<file path="src/rtl/core/scpd_pkg.sv">
// Package for the servo command packet deframer.
// Frame constants, the servo letter table and the result record type.
// No dependencies.
package scpd_pkg;

   localparam logic [7:0] START_BYTE     = 8'hAA;
   localparam logic [3:0] CHECK_POS      = 4'd11;
   localparam logic [7:0] FLAG_ACTIVE    = 8'h01;
   localparam logic [7:0] FLAG_DIRECTION = 8'h02;
   localparam int         SERVO_NUM      = 5;
   localparam logic [2:0] LAST_SERVO     = 3'd4;

   localparam logic RESULT_COMMAND = 1'b0;
   localparam logic RESULT_BAD     = 1'b1;

   typedef struct packed {
      logic                 kind;
      logic [SERVO_NUM-1:0] active;
      logic [SERVO_NUM-1:0] direction;
   } result_type;

   function automatic logic [7:0] servo_letter(input logic [2:0] servo);
      logic [7:0] letter;
      case (servo)
         3'd0:    letter = 8'h42;
         3'd1:    letter = 8'h53;
         3'd2:    letter = 8'h46;
         3'd3:    letter = 8'h57;
         default: letter = 8'h47;
      endcase
      return letter;
   endfunction

endpackage

</file>
<file path="src/rtl/core/servo_command_packet_deframer.sv">
// Servo command packet deframer, top level.
// Depends on scpd_pkg for frame constants, the letter table and the result record.
//
// Takes one received byte per cycle while req_ready is high and hunts for the
// start byte 0xAA; a 12-byte frame (start, five letter/flags pairs in the order
// B,S,F,W,G, XOR check) yields one result on its check byte: a command with
// active and direction masks, or a bad message with zero masks. A start byte
// anywhere inside a frame restarts it. A result register plus one skid entry sit
// on the output; a result is registered into the skid entry while rsp_ holds one
// the consumer has not taken, so req_ready drops only while both hold results.
module servo_command_packet_deframer (
   input  logic       clock,
   input  logic       reset,
   input  logic       req_valid,
   output logic       req_ready,
   input  logic [7:0] req_rx_byte,
   output logic       rsp_valid,
   input  logic       rsp_ready,
   output logic       rsp_result_kind,
   output logic [4:0] rsp_active_mask,
   output logic [4:0] rsp_direction_mask
);

   logic       in_frame_ff, in_frame_in;
   logic [3:0] pos_ff, pos_in;
   logic [7:0] xor_ff, xor_in;
   logic       ids_ok_ff, ids_ok_in;
   logic [4:0] active_ff, active_in;
   logic [4:0] dir_ff, dir_in;

   scpd_pkg::result_type rsp_ff, rsp_in, skid_ff, skid_in, new_result;
   logic rsp_valid_ff, rsp_valid_in, skid_valid_ff, skid_valid_in;

   logic       fire, is_start, emit, take, good;
   logic [3:0] pos_m1;
   logic [2:0] servo;
   logic [4:0] servo_bit;

   assign req_ready = !skid_valid_ff;
   assign fire      = req_valid && req_ready;
   assign is_start  = (req_rx_byte == scpd_pkg::START_BYTE);
   assign emit      = fire && in_frame_ff && !is_start && (pos_ff >= scpd_pkg::CHECK_POS);
   assign take      = rsp_valid_ff && rsp_ready;

   assign pos_m1    = pos_ff - 4'd1;
   assign servo     = (pos_m1[3:1] > scpd_pkg::LAST_SERVO) ? scpd_pkg::LAST_SERVO
                                                           : pos_m1[3:1];
   assign servo_bit = 5'd1 << servo;
   assign good      = (req_rx_byte == xor_ff) && ids_ok_ff;

   always_comb begin
      new_result.kind      = good ? scpd_pkg::RESULT_COMMAND : scpd_pkg::RESULT_BAD;
      new_result.active    = good ? active_ff : 5'd0;
      new_result.direction = good ? dir_ff : 5'd0;
   end

   always_comb begin
      in_frame_in = in_frame_ff;
      pos_in      = pos_ff;
      xor_in      = xor_ff;
      ids_ok_in   = ids_ok_ff;
      active_in   = active_ff;
      dir_in      = dir_ff;
      if (fire) begin
         if (is_start) begin
            in_frame_in = 1'b1;
            pos_in      = 4'd1;
            xor_in      = scpd_pkg::START_BYTE;
            ids_ok_in   = 1'b1;
            active_in   = 5'd0;
            dir_in      = 5'd0;
         end else if (in_frame_ff) begin
            if (pos_ff >= scpd_pkg::CHECK_POS) begin
               in_frame_in = 1'b0;
               pos_in      = 4'd0;
               xor_in      = 8'd0;
               ids_ok_in   = 1'b1;
               active_in   = 5'd0;
               dir_in      = 5'd0;
            end else begin
               xor_in = xor_ff ^ req_rx_byte;
               pos_in = pos_ff + 4'd1;
               if (pos_ff[0]) begin
                  if (req_rx_byte != scpd_pkg::servo_letter(servo)) begin
                     ids_ok_in = 1'b0;
                  end
               end else begin
                  if ((req_rx_byte & scpd_pkg::FLAG_ACTIVE) != 8'd0) begin
                     active_in = active_ff | servo_bit;
                  end
                  if ((req_rx_byte & scpd_pkg::FLAG_DIRECTION) != 8'd0) begin
                     dir_in = dir_ff | servo_bit;
                  end
               end
            end
         end
      end
   end

   // advance the output pair: skid refills the result register when it frees
   always_comb begin
      rsp_in        = rsp_ff;
      rsp_valid_in  = rsp_valid_ff;
      skid_in       = skid_ff;
      skid_valid_in = skid_valid_ff;
      if (!rsp_valid_ff || take) begin
         if (skid_valid_ff) begin
            rsp_in        = skid_ff;
            rsp_valid_in  = 1'b1;
            skid_valid_in = 1'b0;
         end else begin
            rsp_in       = new_result;
            rsp_valid_in = emit;
         end
      end else if (emit) begin
         skid_in       = new_result;
         skid_valid_in = 1'b1;
      end
   end

   always_ff @(posedge clock) begin
      if (reset) begin
         in_frame_ff   <= 1'b0;
         pos_ff        <= 4'd0;
         xor_ff        <= 8'd0;
         ids_ok_ff     <= 1'b1;
         active_ff     <= 5'd0;
         dir_ff        <= 5'd0;
         rsp_valid_ff  <= 1'b0;
         skid_valid_ff <= 1'b0;
      end else begin
         in_frame_ff   <= in_frame_in;
         pos_ff        <= pos_in;
         xor_ff        <= xor_in;
         ids_ok_ff     <= ids_ok_in;
         active_ff     <= active_in;
         dir_ff        <= dir_in;
         rsp_valid_ff  <= rsp_valid_in;
         skid_valid_ff <= skid_valid_in;
      end
   end

   always_ff @(posedge clock) begin
      rsp_ff  <= rsp_in;
      skid_ff <= skid_in;
   end

   assign rsp_valid          = rsp_valid_ff;
   assign rsp_result_kind    = rsp_ff.kind;
   assign rsp_active_mask    = rsp_ff.active;
   assign rsp_direction_mask = rsp_ff.direction;

`ifndef ASSERT_OFF
   a_skid_behind_rsp: assert property (@(posedge clock) disable iff (reset)
      skid_valid_ff |-> rsp_valid_ff)
      else $error("skid entry held without a result in front");

   a_pos_range: assert property (@(posedge clock) disable iff (reset)
      in_frame_ff |-> (pos_ff >= 4'd1 && pos_ff <= scpd_pkg::CHECK_POS))
      else $error("frame position out of range");

   a_start_opens: assert property (@(posedge clock) disable iff (reset)
      (fire && is_start) |=> (in_frame_ff && pos_ff == 4'd1))
      else $error("start byte did not open a frame");

   a_bad_zero: assert property (@(posedge clock) disable iff (reset)
      (rsp_valid_ff && rsp_ff.kind == scpd_pkg::RESULT_BAD) |->
         (rsp_ff.active == 5'd0 && rsp_ff.direction == 5'd0))
      else $error("bad message carries nonzero masks");

   a_emit_closes: assert property (@(posedge clock) disable iff (reset)
      emit |=> (!in_frame_ff && rsp_valid_ff))
      else $error("check byte did not close the frame with a result");
`endif

endmodule
</file>
<file path="config.mk">
export PLATFORM = sky130hd
export DESIGN_NAME = servo_command_packet_deframer
export DESIGN_NICKNAME = d
export VERILOG_FILES = /design/src/rtl/core/scpd_pkg.sv /design/src/rtl/core/servo_command_packet_deframer.sv
export SDC_FILE = /design/constraint.sdc
export NUM_CORES = 1
export LEC_CHECK = 0
export BUFFER_PORTS_ARGS = -buffer_cell sky130_fd_sc_hd__buf_2
export CELL_PAD_IN_SITES_DETAIL_PLACEMENT = 0
export CELL_PAD_IN_SITES_GLOBAL_PLACEMENT = 1
export CORE_UTILIZATION = 49
export DETAILED_ROUTE_END_ITERATION = 16
export GPL_TIMING_DRIVEN = 0
export MAX_ROUTING_LAYER = met4
export PLACE_DENSITY = 0.94
export SLEW_MARGIN = 20
export SYNTH_ARGS = -nofsm -noshare
export SYNTH_HDL_FRONTEND = slang
export SYNTH_SLANG_ARGS = --single-unit
</file>
<file path="constraint.sdc">
create_clock -name clock -period 4.1 [get_ports clock]
set_input_delay 0.205 -clock clock [delete_from_list [all_inputs] [get_ports clock]]
set_output_delay 0.205 -clock clock [all_outputs]
set_load 0.01 [all_outputs]
</file>
Yosys cells after proc, flatten, opt, wreduce, memory -nomap -nowiden --
Cells that the tools add are included. Widths: inputs -> output; s select.
Storage, ports and cells: register bits after elaboration 48, bits in latches 0, RAM bits 0, memory bits (read-only) 0, input port bits 12, output and inout bits 13, logic and storage cells 88, memories 0
Operators by class: add/sub/neg operators 2, multipliers 0, div/mod/pow operators 0, $lt $le $gt $ge 2, equality and inequality tests 7, shift-type cells 1, muxes and demuxes 36, bitwise gates (word level) 4, reduce and logical (&&, ||, !) cells 22
Operators with widths (count):
- $mux 8 | 8
- $mux 5 | 12
- $pmux 5 s4 | 1
- $mux 4 | 3
- $reduce_and 4->1 | 3
- $reduce_bool 3->1 | 4
- $mux 11 | 1
- $mux 1 | 10
- $or 5x5->5 | 2
- $eq 8x8->1 | 1
- $eq 8x8->1 const B | 1
- $ne 8x8->1 | 1
- $xor 8x8->8 | 1
- $eq 3x2->1 const B | 2
- $logic_and 1x1->1 | 6
- $shl 1x3->5 const A | 1
- $add 4x1->4 const B | 1
- $ge 4x4->1 const B | 1
- $reduce_and 2->1 | 2
- $sub 4x1->4 const B | 1
- $eq 3x1->1 const B | 1
- $gt 3x3->1 const B | 1
- $logic_not 1->1 | 3
- $logic_not 3->1 | 1
- 6 further kinds | 6

Logic depth before layout (Yosys ltp) --
Gate-level depths: netlist of the first run.
word-level depth 16, gate-level depth with buffers 8, gate-level depth less buffers 7

Worst setup path before layout of the first run --
Ideal clock, no wire load.
path type reg2reg, start point register in_frame_ff, end point register skid_ff[0] (netlist name) (enable), setup time 393 ps, data arrival time 1764 ps, required time 3707 ps, path slack 1943 ps, cell stages (with the launch flop) 5, path buffers 1, clock period less this slack 2157 ps, path through dfxtp_1 -> buf_2 -> nand3b_1 -> a41o_1 -> nor3_1
Between the ends: cells in the longest elaborated chain, start to end 4
Ends and longest elaborated chain:
- from (decl) | RTL line servo_command_packet_deframer.sv:24 | logic in_frame_ff, in_frame_in;
- from (signal assigned) | RTL line servo_command_packet_deframer.sv:132 | in_frame_ff <= in_frame_in;
- $logic_and 1x1->1 (3 in series) | RTL line servo_command_packet_deframer.sv:42 | assign emit = fire && in_frame_ff && !is_start && (pos_ff >= scpd_pkg::CHECK_POS);
- $reduce_and 2->1 (no line)
- to (signal assigned) | RTL line servo_command_packet_deframer.sv:145 | skid_ff <= skid_in;
- to (decl) | RTL line servo_command_packet_deframer.sv:31 | scpd_pkg::result_type rsp_ff, rsp_in, skid_ff, skid_in, new_result;
No other way between the ends. A chain may end at the register's enable or synchronous reset.

Worst setup path after layout of the first run --
start point register in_frame_ff, end point register skid_ff[3] (netlist name) (enable)
Same word-level chain as after synthesis.

==> reports/qor.txt, run 1 <==
status - finished clean
Synth Area in Compound Gates - 14.7%
number of flops mapped to enable cells by yosys - 22
clock share of power - 39.1%
cts hold-fix bufs - 0
drt pass-1 iters - 6
hold_sp - req_rx_byte[5]
Final setup viols - 0
first-pass GRT wire length - 7.23 mm
htree depth - 2
I/O Pins - 25
Vias/cell - 5.57
WL final - 4.24 mm
setup_tns - 0 ns
fillcell total - 384
R2R Path Start - in_frame_ff
fmax - 0.443 GHz
starting DRC count in detailed routing - 60
antenna violations before repair - 0
most common cell after layout, fill and taps aside - buf_2
area grow syn2layout - 12.5%
crit path time final - 2.26 ns
placed cell area - 0.00251 mm^2
most frequent cells in the layout - 27 x buf_2, 26 x dfxtp_1, 23 x nor2_1
Startpoint Class - flop
worst-skew pair later-pin latency - 0.30 ns
GR peak layer - met2
endpoint class of the critical path - flop
maximum vdd drop - 0.159 mV
Slew @ Worst Pin - 0.855 ns
cell area after synthesis - 0.00233 mm^2
RSZ-0062 raised after global routing - no
Relative slew margins - 42.7%
Post-Synth XOR/XNOR Area - 6.70%
GR Util met3 - 3.42%
Most used DFF post-synth - dfxtp_1
hold_ws - 0.279 ns
Port Buf Inserts - 22
GR Overflow Total - 0
WS Path Type - reg2reg
Worst EP required - 4.03 ns
crit path from - in_frame_ff
cells resized by post-CTS repair - 0
largest family of logic cells by synthesized area - simple AND/OR/NAND/NOR gates
clock skew - 0.00949 ns
P_sw - 0.178 mW
CP Max Fanout - 11
Synth cell types - 46
adder-cell share of the synthesized area - 1.07%
multiplexer area fraction after synthesis - 5.25%
vias in the first global route - 1589
Worst Path Arrival - 2.18 ns
worst min-delay path class - in2reg
Max Cap Viol - 0
die width - 71.0 um
Die ar. - 0.00504 mm^2
CTS tree - built
CTS Buffer Depth - 2
layout cell share with drive strength beyond 1 - 23.2%
number of remaining DRC errors - 0
CP cell instances - buf_2 -> nand3b_1 -> a41o_1 -> nor3_2
crit path max-delay cell type - nor3_2
total CTS buffers - 5
Final ANT Viol Nets - 0
Reg power frac - 57.2%
Die Y - 71.0 um
total power per unit cell area - 330 mW/mm^2
clock root cell - clkbuf_8
Final Hold Fails - 0
Final Max Tran Viols - 0
final period utilization - 55.0%
Post-Synth Simple-Gate Area - 18.1%
post-layout util - 58.7%
core box area - 0.00447 mm^2
M2 GR Usage - 31.7%
internal power - 0.689 mW
Diodes inserted - 0
setup repair bufs after CTS - 0
Avg Inst Size Synth - 10.6 um^2
GRT Total Usage - 18.8%
wire length per cell - 14.0 um
DPL Wire Length - 3.13 mm
register area share after synthesis - 50.6%
Leak - 1.03 nW
Critical Path Max Stage Delay - 0.67 ns
FFs w/ async S/R, synth - 0%
final instance area - 0.00263 mm^2
largest net degree at the start of global routing - 16
syn nets - 234
synth warn - 0
met1 GRT Util - 22.6%
post-synthesis instance total - 220
clock-pin slew on the worst setup and hold paths - 0.09 ns
Gate power share - 3.7%
FP Rows - 24
starting density of the core - 52.2%
CTS sink count - 48
switch share - 20.6%
GPL Wtd Cong - 0.813
routed vias - 1682
Final Net Count - 263
count of state elements after synthesis - 48
-- power groups by stage --
stage,logic [mW],registers (mW),clock network (mW)
finish,0.0323,0.496,0.339
CTS,0.0324,0.496,0.346
detailed placement,0.0323,0.507,0
floorplan,0.0190,0.507,0
global route,0.0355,0.496,0.361
global placement,0.0320,0.507,0
-- worst max-delay path: cells and delay by family (launching register included) --
kind	cells	cell delay, ns
and+or+nand+nor	2	0.90
DFF	1	0.38
AOI/OAI and AO/OA	1	0.35
buffers and inverters	1	0.25
-- flip-flops by register name, summed over array words and instances, names as in the netlist --
signal,count
active_ff,5
rsp_direction_mask,5
ids_ok_ff,1
xor_ff,8
rsp_active_mask,5
skid_ff,11
in_frame_ff,1
rsp_valid,1
skid_valid_ff,1
dir_ff,5
pos_ff,4
rsp_result_kind,1
-- cell usage after synthesis (2+ instances only) --
master,n,area [um^2]
nand2_1,5,18.8
o21a_1,11,82.6
xor2_1,5,43.8
ha_1,2,25.0
buf_6,2,22.5
xnor2_1,11,96.3
edfxtp_1,22,661
and2_1,11,68.8
nor4_1,5,31.3
nor2_1,23,86.3
nand2b_1,3,18.8
dfxtp_1,26,521
buf_2,5,25.0
a21boi_0,2,15.0
nand3_1,6,30.0
mux2_2,10,113
or2_2,4,25.0
clkbuf_1,3,11.3
nor3_1,12,60.1
a41o_1,2,20.0
inv_1,5,18.8
buf_1,2,7.51
a21oi_1,13,65.1
and3_1,2,12.5
o21ai_0,7,35.0
-- stage by stage --
step | setup WS (ns) | cells | power (mW)
floorplan | 1.94 | 220 | 0.526
global placement | 1.40 | 294 | 0.539
detailed placement | 1.84 | 294 | 0.539
CTS | 1.81 | 302 | 0.874
global route | 1.60 | 302 | 0.893
finish | 1.84 | 302 | 0.868
-- worst paths after layout --
kind	slack, ns	depth (start not counted)	to
worst min register to register	0.46	1	dir_ff[2]
worst min-delay path	0.28	4	xor_ff[5]
worst max register to register	1.84	4	skid_ff[3]
worst max-delay path	1.84	4	skid_ff[3]
-- layout make-up --
cell class	count	area [um^2]	area share, %
Tap cell	52	65.1	2.48
Multi-Input combinational cell	155	1070	40.9
Clock buffer	5	68.8	2.62
Inverter	5	18.8	0.715
Timing Repair Buffer	22	110	4.19
Buffer	12	66.3	2.53
Sequential cell	48	1180	45.0
Clock inverter	3	42.5	1.62
-- kinds of logic (layout without fill, tap and decap cells) --
group                      after synthesis  count (layout)
DFF                                     48              48
xor gates and xnor gates                17              17
buffers and inverters                   17              47
and+or+nand+nor                         78              78
muxes                                   11              11
AOI/OAI and AO/OA                       47              47
adders and majority gates                2               2
-- routing by layer --
| metal | part of all wire (%) | vias to the layer above |
|---|---|---|
| li1 | - | 844 |
| met1 | 47 | 791 |
| met2 | 48 | 39 |
| met3 | 3.0 | 8 |
| met4 | 1.8 | 0 |
| met5 | 0 | - |
No activity file was read; power rests on OpenSTA's default activity.
==> run 2: changes to the inputs <==
Settings changed: CORE_UTILIZATION 49 to 41, PLACE_DENSITY 0.94 to 0.85.
Clock period 4.1 ns to 2 ns, I/O delays scaled along.
==> reports/qor.txt, run 2 (synthesis results as in run 1) <==
htree depth - 2 (unchanged)
Final Max Tran Viols - 0 (unchanged)
Relative slew margins - 55.8% (+13 points)
Final Net Count - 263 (unchanged)
most frequent cells in the layout - 27 x buf_2, 25 x dfxtp_1, 23 x nor2_1
antenna violations before repair - 0 (unchanged)
CP Max Fanout - 11 (unchanged)
hold_sp - req_rx_byte[3]
GR Overflow Total - 0 (unchanged)
Final setup viols - 0 (unchanged)
final instance area - 0.00269 mm^2 (+2.5%)
post-layout util - 48.9% (-9.8 points)
most common cell after layout, fill and taps aside - buf_2
total power per unit cell area - 676 mW/mm^2 (+100%)
worst min-delay path class - in2reg
endpoint class of the critical path - flop
Multi-input gate area - 0.00109 mm^2 (+1.2%)
clock skew - 0.00809 ns (-0.00140 ns)
Worst Path Arrival - 1.88 ns (-0.30 ns)
DPL Wire Length - 3.09 mm (-1.2%)
number of remaining DRC errors - 0 (unchanged)
crit path time final - 1.86 ns (-0.394 ns)
crit path from - in_frame_ff
drt pass-1 iters - 4 (-2)
Startpoint Class - flop
Die Y - 77.5 um (+9.1%)
starting DRC count in detailed routing - 70 (+17%)
largest reg by FF count - skid_ff
worst-skew pair later-pin latency - 0.30 ns (about the same)
Final ANT Viol Nets - 0 (unchanged)
core box area - 0.00551 mm^2 (+23%)
Worst EP required - 2.02 ns (-2.01 ns)
routed vias - 1662 (-1.2%)
CTS sink count - 48 (unchanged)
die width - 77.5 um (+9.1%)
area grow syn2layout - 15.3%
GPL Wtd Cong - 0.802 (-1.4%)
Port Buf Inserts - 22 (unchanged)
clock root cell - clkbuf_8
max FFs per register - 11 (unchanged)
vias in the first global route - 1586 (-0.19%)
GRT Total Usage - 16.6% (-2.1 points)
CTS tree - built
final period utilization - 93.1% (+38 points)
R2R Path Start - in_frame_ff
status - finished clean
Final Hold Fails - 0 (unchanged)
placed cell area - 0.00254 mm^2 (+1.0%)
Max Cap Viol - 0 (unchanged)
wire length per cell - 13.3 um (-5.5%)
I/O Pins - 25 (unchanged)
CTS Buffer Depth - 2 (unchanged)
Diodes inserted - 0 (unchanged)
FP Rows - 27 (+13%)
Vias/cell - 5.16 (-7.3%)
largest net degree at the start of global routing - 16 (unchanged)
FF/Latch Area - 0.00118 mm^2 (+0.11%)
layout cell share with drive strength beyond 1 - 25.6% (+2.4 points)
Leak - 1.06 nW (+3.0%)
Die ar. - 0.00600 mm^2 (+19%)
clock-pin slew on the worst setup and hold paths - 0.09 ns (about the same)
total CTS buffers - 5 (unchanged)
biggest regs - skid_ff x11, xor_ff x8
hold_ws - 0.174 ns (-0.104 ns)
maximum vdd drop - 0.336 mV (+110%)
starting density of the core - 42.4% (-9.8 points)
WL final - 4.27 mm (+0.80%)
fillcell total - 515 (+34%)
Slew @ Worst Pin - 0.663 ns (-0.192 ns)
fmax - 0.537 GHz (+21%)
first-pass GRT wire length - 7.67 mm (+6.1%)
WS Path Type - reg2reg
run 2: cell count changes in the layout (fill, tap and decap cells not counted), sizes merged:
cell    previous run  this run
clkinv             2         1
buf               31        32
run 2: worst max-delay path: stages, from the launching register on:
cell and delay, ns:
dfxtp_1 0.38, buf_2 0.25, nand3b_1 0.22, a41o_2 0.36
nor3_4 0.21, buf_12 0.16
run 2: final cells by class:
| class | instances | area share (%) |
|---|---|---|
| plain buffers | 11 | 2.32 |
| clock buffers | 6 | 3.07 |
| clock inverters | 2 | 1.44 |
| inverters | 5 | 0.697 |
| multi-input cells | 155 | 40.4 |
| flip-flops and latches | 48 | 43.9 |
| well taps | 72 | 3.35 |
| repair buffers | 23 | 4.83 |
run 2: worst paths after layout:
check / endpoint / cells after the start / slack (ns)
setup reg to reg: skid_ff[7] / 5 / 0.14
hold reg to reg: active_ff[4] / 1 / 0.46
setup / recovery: skid_ff[7] / 5 / 0.14
hold / removal: xor_ff[3] / 4 / 0.17
run 2: timing repair:
action                                  4_1_cts  5_1_grt
pin swaps                                     1        0
endpoints found under the setup margin       21       21
resized for setup                             2        4
buffers inserted                              1        0
hold buffers                                  0        0
run 2: power by group:
| group | switching [mW] | internal (mW) | total [mW] |
|---|---|---|---|
| logic | 0.0409 | 0.0263 | 0.0672 |
| clock network | 0.325 | 0.409 | 0.734 |
| registers | 0.000449 | 1.02 | 1.02 |
run 2: per-layer routing:
| metal | GRT usage, % | share of wire, % | wire length (um) | up-vias |
|---|---|---|---|---|
| met2 | 26.1 | 47 | 2020 | 28 |
| met5 | - | 0 | 0 | - |
| met1 | 21.0 | 48 | 2070 | 781 |
| li1 | - | - | - | 847 |
| met3 | 4.00 | 2.9 | 122 | 6 |
| met4 | 5.47 | 1.3 | 56 | 0 |
run 2: through the flow:
step	power (mW)	setup TNS, ns	setup WS [ns]	instances
final	1.82	0	0.137	322
after global routing	1.89	-0.00183	-0.00183	322
after CTS	1.84	0	0.00172	323
after detailed placement	1.11	-3.49	-0.251	314
after global placement	1.11	-2.82	-0.209	314
after floorplan	1.08	0	0.179	220
==> run 3: changes to the inputs <==
Settings changed: HOLD_SLACK_MARGIN set to 0.12, PLACE_DENSITY 0.85 to unset, PLACE_DENSITY_LB_ADDON set to 0.3.
==> reports/qor.txt, run 3 (synthesis results as in run 1) <==
Slew @ Worst Pin - 0.688 ns (+0.0249 ns)
Vias/cell - 5.13 (-0.54%)
most common cell after layout, fill and taps aside - buf_2
Worst Path Arrival - 1.89 ns (about the same)
FP Rows - 27 (unchanged)
Port Buf Inserts - 22 (unchanged)
htree depth - 2 (unchanged)
worst min-delay path class - in2reg
GPL Wtd Cong - 0.760 (-5.2%)
Worst EP required - 2.02 ns (about the same)
switch share - 21.9% (+1.7 points)
Max Cap Viol - 0 (unchanged)
Relative slew margins - 54.1% (-1.7 points)
antenna violations before repair - 0 (unchanged)
placed cell area - 0.00254 mm^2 (unchanged)
Die ar. - 0.00600 mm^2 (unchanged)
Final Max Tran Viols - 0 (unchanged)
worst-skew pair later-pin latency - 0.30 ns (about the same)
fin cells - 322 (unchanged)
CP Max Fanout - 11 (unchanged)
die width - 77.5 um (unchanged)
fillcell total - 536 (+4.1%)
drt pass-1 iters - 4 (unchanged)
starting DRC count in detailed routing - 42 (-40%)
DPL Wire Length - 3.18 mm (+3.1%)
Worst Slack Setup Final - 0.127 ns (-0.00967 ns)
GR Overflow Total - 0 (unchanged)
CTS tree - built
clock root cell - clkbuf_8
cts hold-fix bufs - 0 (unchanged)
hold_ws - 0.185 ns (+0.0110 ns)
biggest regs - skid_ff x11, xor_ff x8
clock-pin slew on the worst setup and hold paths - 0.09 ns (about the same)
largest reg by FF count - skid_ff
status - finished clean
crit path time final - 1.87 ns (+0.00967 ns)
total CTS buffers - 5 (unchanged)
Final Net Count - 263 (unchanged)
final instance area - 0.00267 mm^2 (-0.88%)
Final ANT Viol Nets - 0 (unchanged)
clock skew - 0.00831 ns (+0.000220 ns)
clock share of power - 36.0% (-4.4 points)
GRT Total Usage - 16.6% (-0.061 points)
total power per unit cell area - 635 mW/mm^2 (-6.1%)
wire length per cell - 13.6 um (+2.6%)
starting density of the core - 42.4% (unchanged)
maximum vdd drop - 0.382 mV (+14%)
endpoint class of the critical path - flop
CTS Buffer Depth - 2 (unchanged)
post-layout util - 48.4% (-0.43 points)
final period utilization - 93.6% (+0.48 points)
WS Path Type - reg2reg
first-pass GRT wire length - 7.50 mm (-2.2%)
Leak - 1.05 nW (-1.5%)
max FFs per register - 11 (unchanged)
fmax - 0.534 GHz (-0.52%)
P_sw - 0.370 mW (+0.89%)
number of remaining DRC errors - 0 (unchanged)
largest net degree at the start of global routing - 16 (unchanged)
core box area - 0.00551 mm^2 (unchanged)
Setup WS pre-CTS - -0.296 ns (-0.0450 ns)
RSZ-0062 raised after global routing - no
area grow syn2layout - 14.3%
Startpoint Class - flop
routed vias - 1653 (-0.54%)
vias in the first global route - 1578 (-0.50%)
Reg power frac - 60.1% (+4.2 points)
Gate power share - 4.0% (+0.3 points)
most frequent cells in the layout - 27 x buf_2, 25 x dfxtp_1, 23 x nor2_1
WL final - 4.38 mm (+2.6%)
I/O Pins - 25 (unchanged)
layout cell share with drive strength beyond 1 - 25.6% (unchanged)
Die Y - 77.5 um (unchanged)
Placed Instances - 314 (unchanged)
internal power - 1.32 mW (-8.9%)
Diodes inserted - 0 (unchanged)
Final setup viols - 0 (unchanged)
Final Hold Fails - 0 (unchanged)
CTS sink count - 48 (unchanged)
[run 3: cell count changes in the layout (fill, tap and decap cells not counted)]
cell	change
clkinvlp_4	+2
bufinv_16	-1
clkbuf_1	-1
clkbuf_2	+1
clkinv_4	-1
o21a_1	+1
o21a_2	-1
[run 3: path summary, 6_finish.rpt]
check	startpoint	end	cells past startpoint	slack, ns
hold reg to reg	dir_ff[2]	dir_ff[2]	1	0.46
hold / removal	req_rx_byte[3]	xor_ff[3]	4	0.19
setup / recovery	in_frame_ff	skid_ff[10]	5	0.13
setup reg to reg	in_frame_ff	skid_ff[10]	5	0.13
[run 3: layout make-up]
class | instances | area (um^2) | share of cell area (%)
clock inverter | 2 | 15.0 | 0.563
timing repair buffer | 23 | 130 | 4.88
buffer | 11 | 63.8 | 2.39
tap | 72 | 90.1 | 3.38
inverter | 5 | 18.8 | 0.704
multi-input combinational | 155 | 1080 | 40.7
sequential | 48 | 1180 | 44.3
clock buffer | 6 | 82.6 | 3.10
[run 3: power groups by stage]
stage | registers (mW) | logic (mW) | clock network [mW]
2_1_floorplan | 1.04 | 0.0390 | 0
3_3_place_gp | 1.04 | 0.0676 | 0
3_5_place_dp | 1.04 | 0.0676 | 0
4_1_cts | 1.02 | 0.0680 | 0.627
5_1_grt | 1.02 | 0.0741 | 0.657
6_report | 1.02 | 0.0670 | 0.609
[run 3: metrics by stage]
stage / total power [mW] / TNS, ns
after floorplan: 1.08 / 0
after global placement: 1.11 / -4.02
after detailed placement: 1.11 / -4.19
after CTS: 1.71 / 0
after global routing: 1.75 / 0
final: 1.69 / 0
[run 3: routing by layer]
metal  global-route usage, %  up-vias  share of wire, %
met2                    25.6       23                47
met3                    3.18        5               2.5
met1                    21.1      781                49
li1                        -      844                 -
met4                    7.36        0               1.7
met5                       -        -                 0
[run 3: critical path, cell delays in order (launching register included)]
cell	delay, ns
dfxtp_1	0.38
buf_2	0.24
nand3b_1	0.22
a41o_2	0.36
nor3_4	0.21
buf_12	0.16
[run 3: what timing repair did]
| action | 4_1_cts | 5_1_grt |
|---|---|---|
| pin swaps | 1 | 0 |
| endpoints found under the hold margin | 0 | 0 |
| buffers inserted | 1 | 0 |
| gates resized for setup | 2 | 5 |
| endpoints found under the setup margin | 21 | 25 |
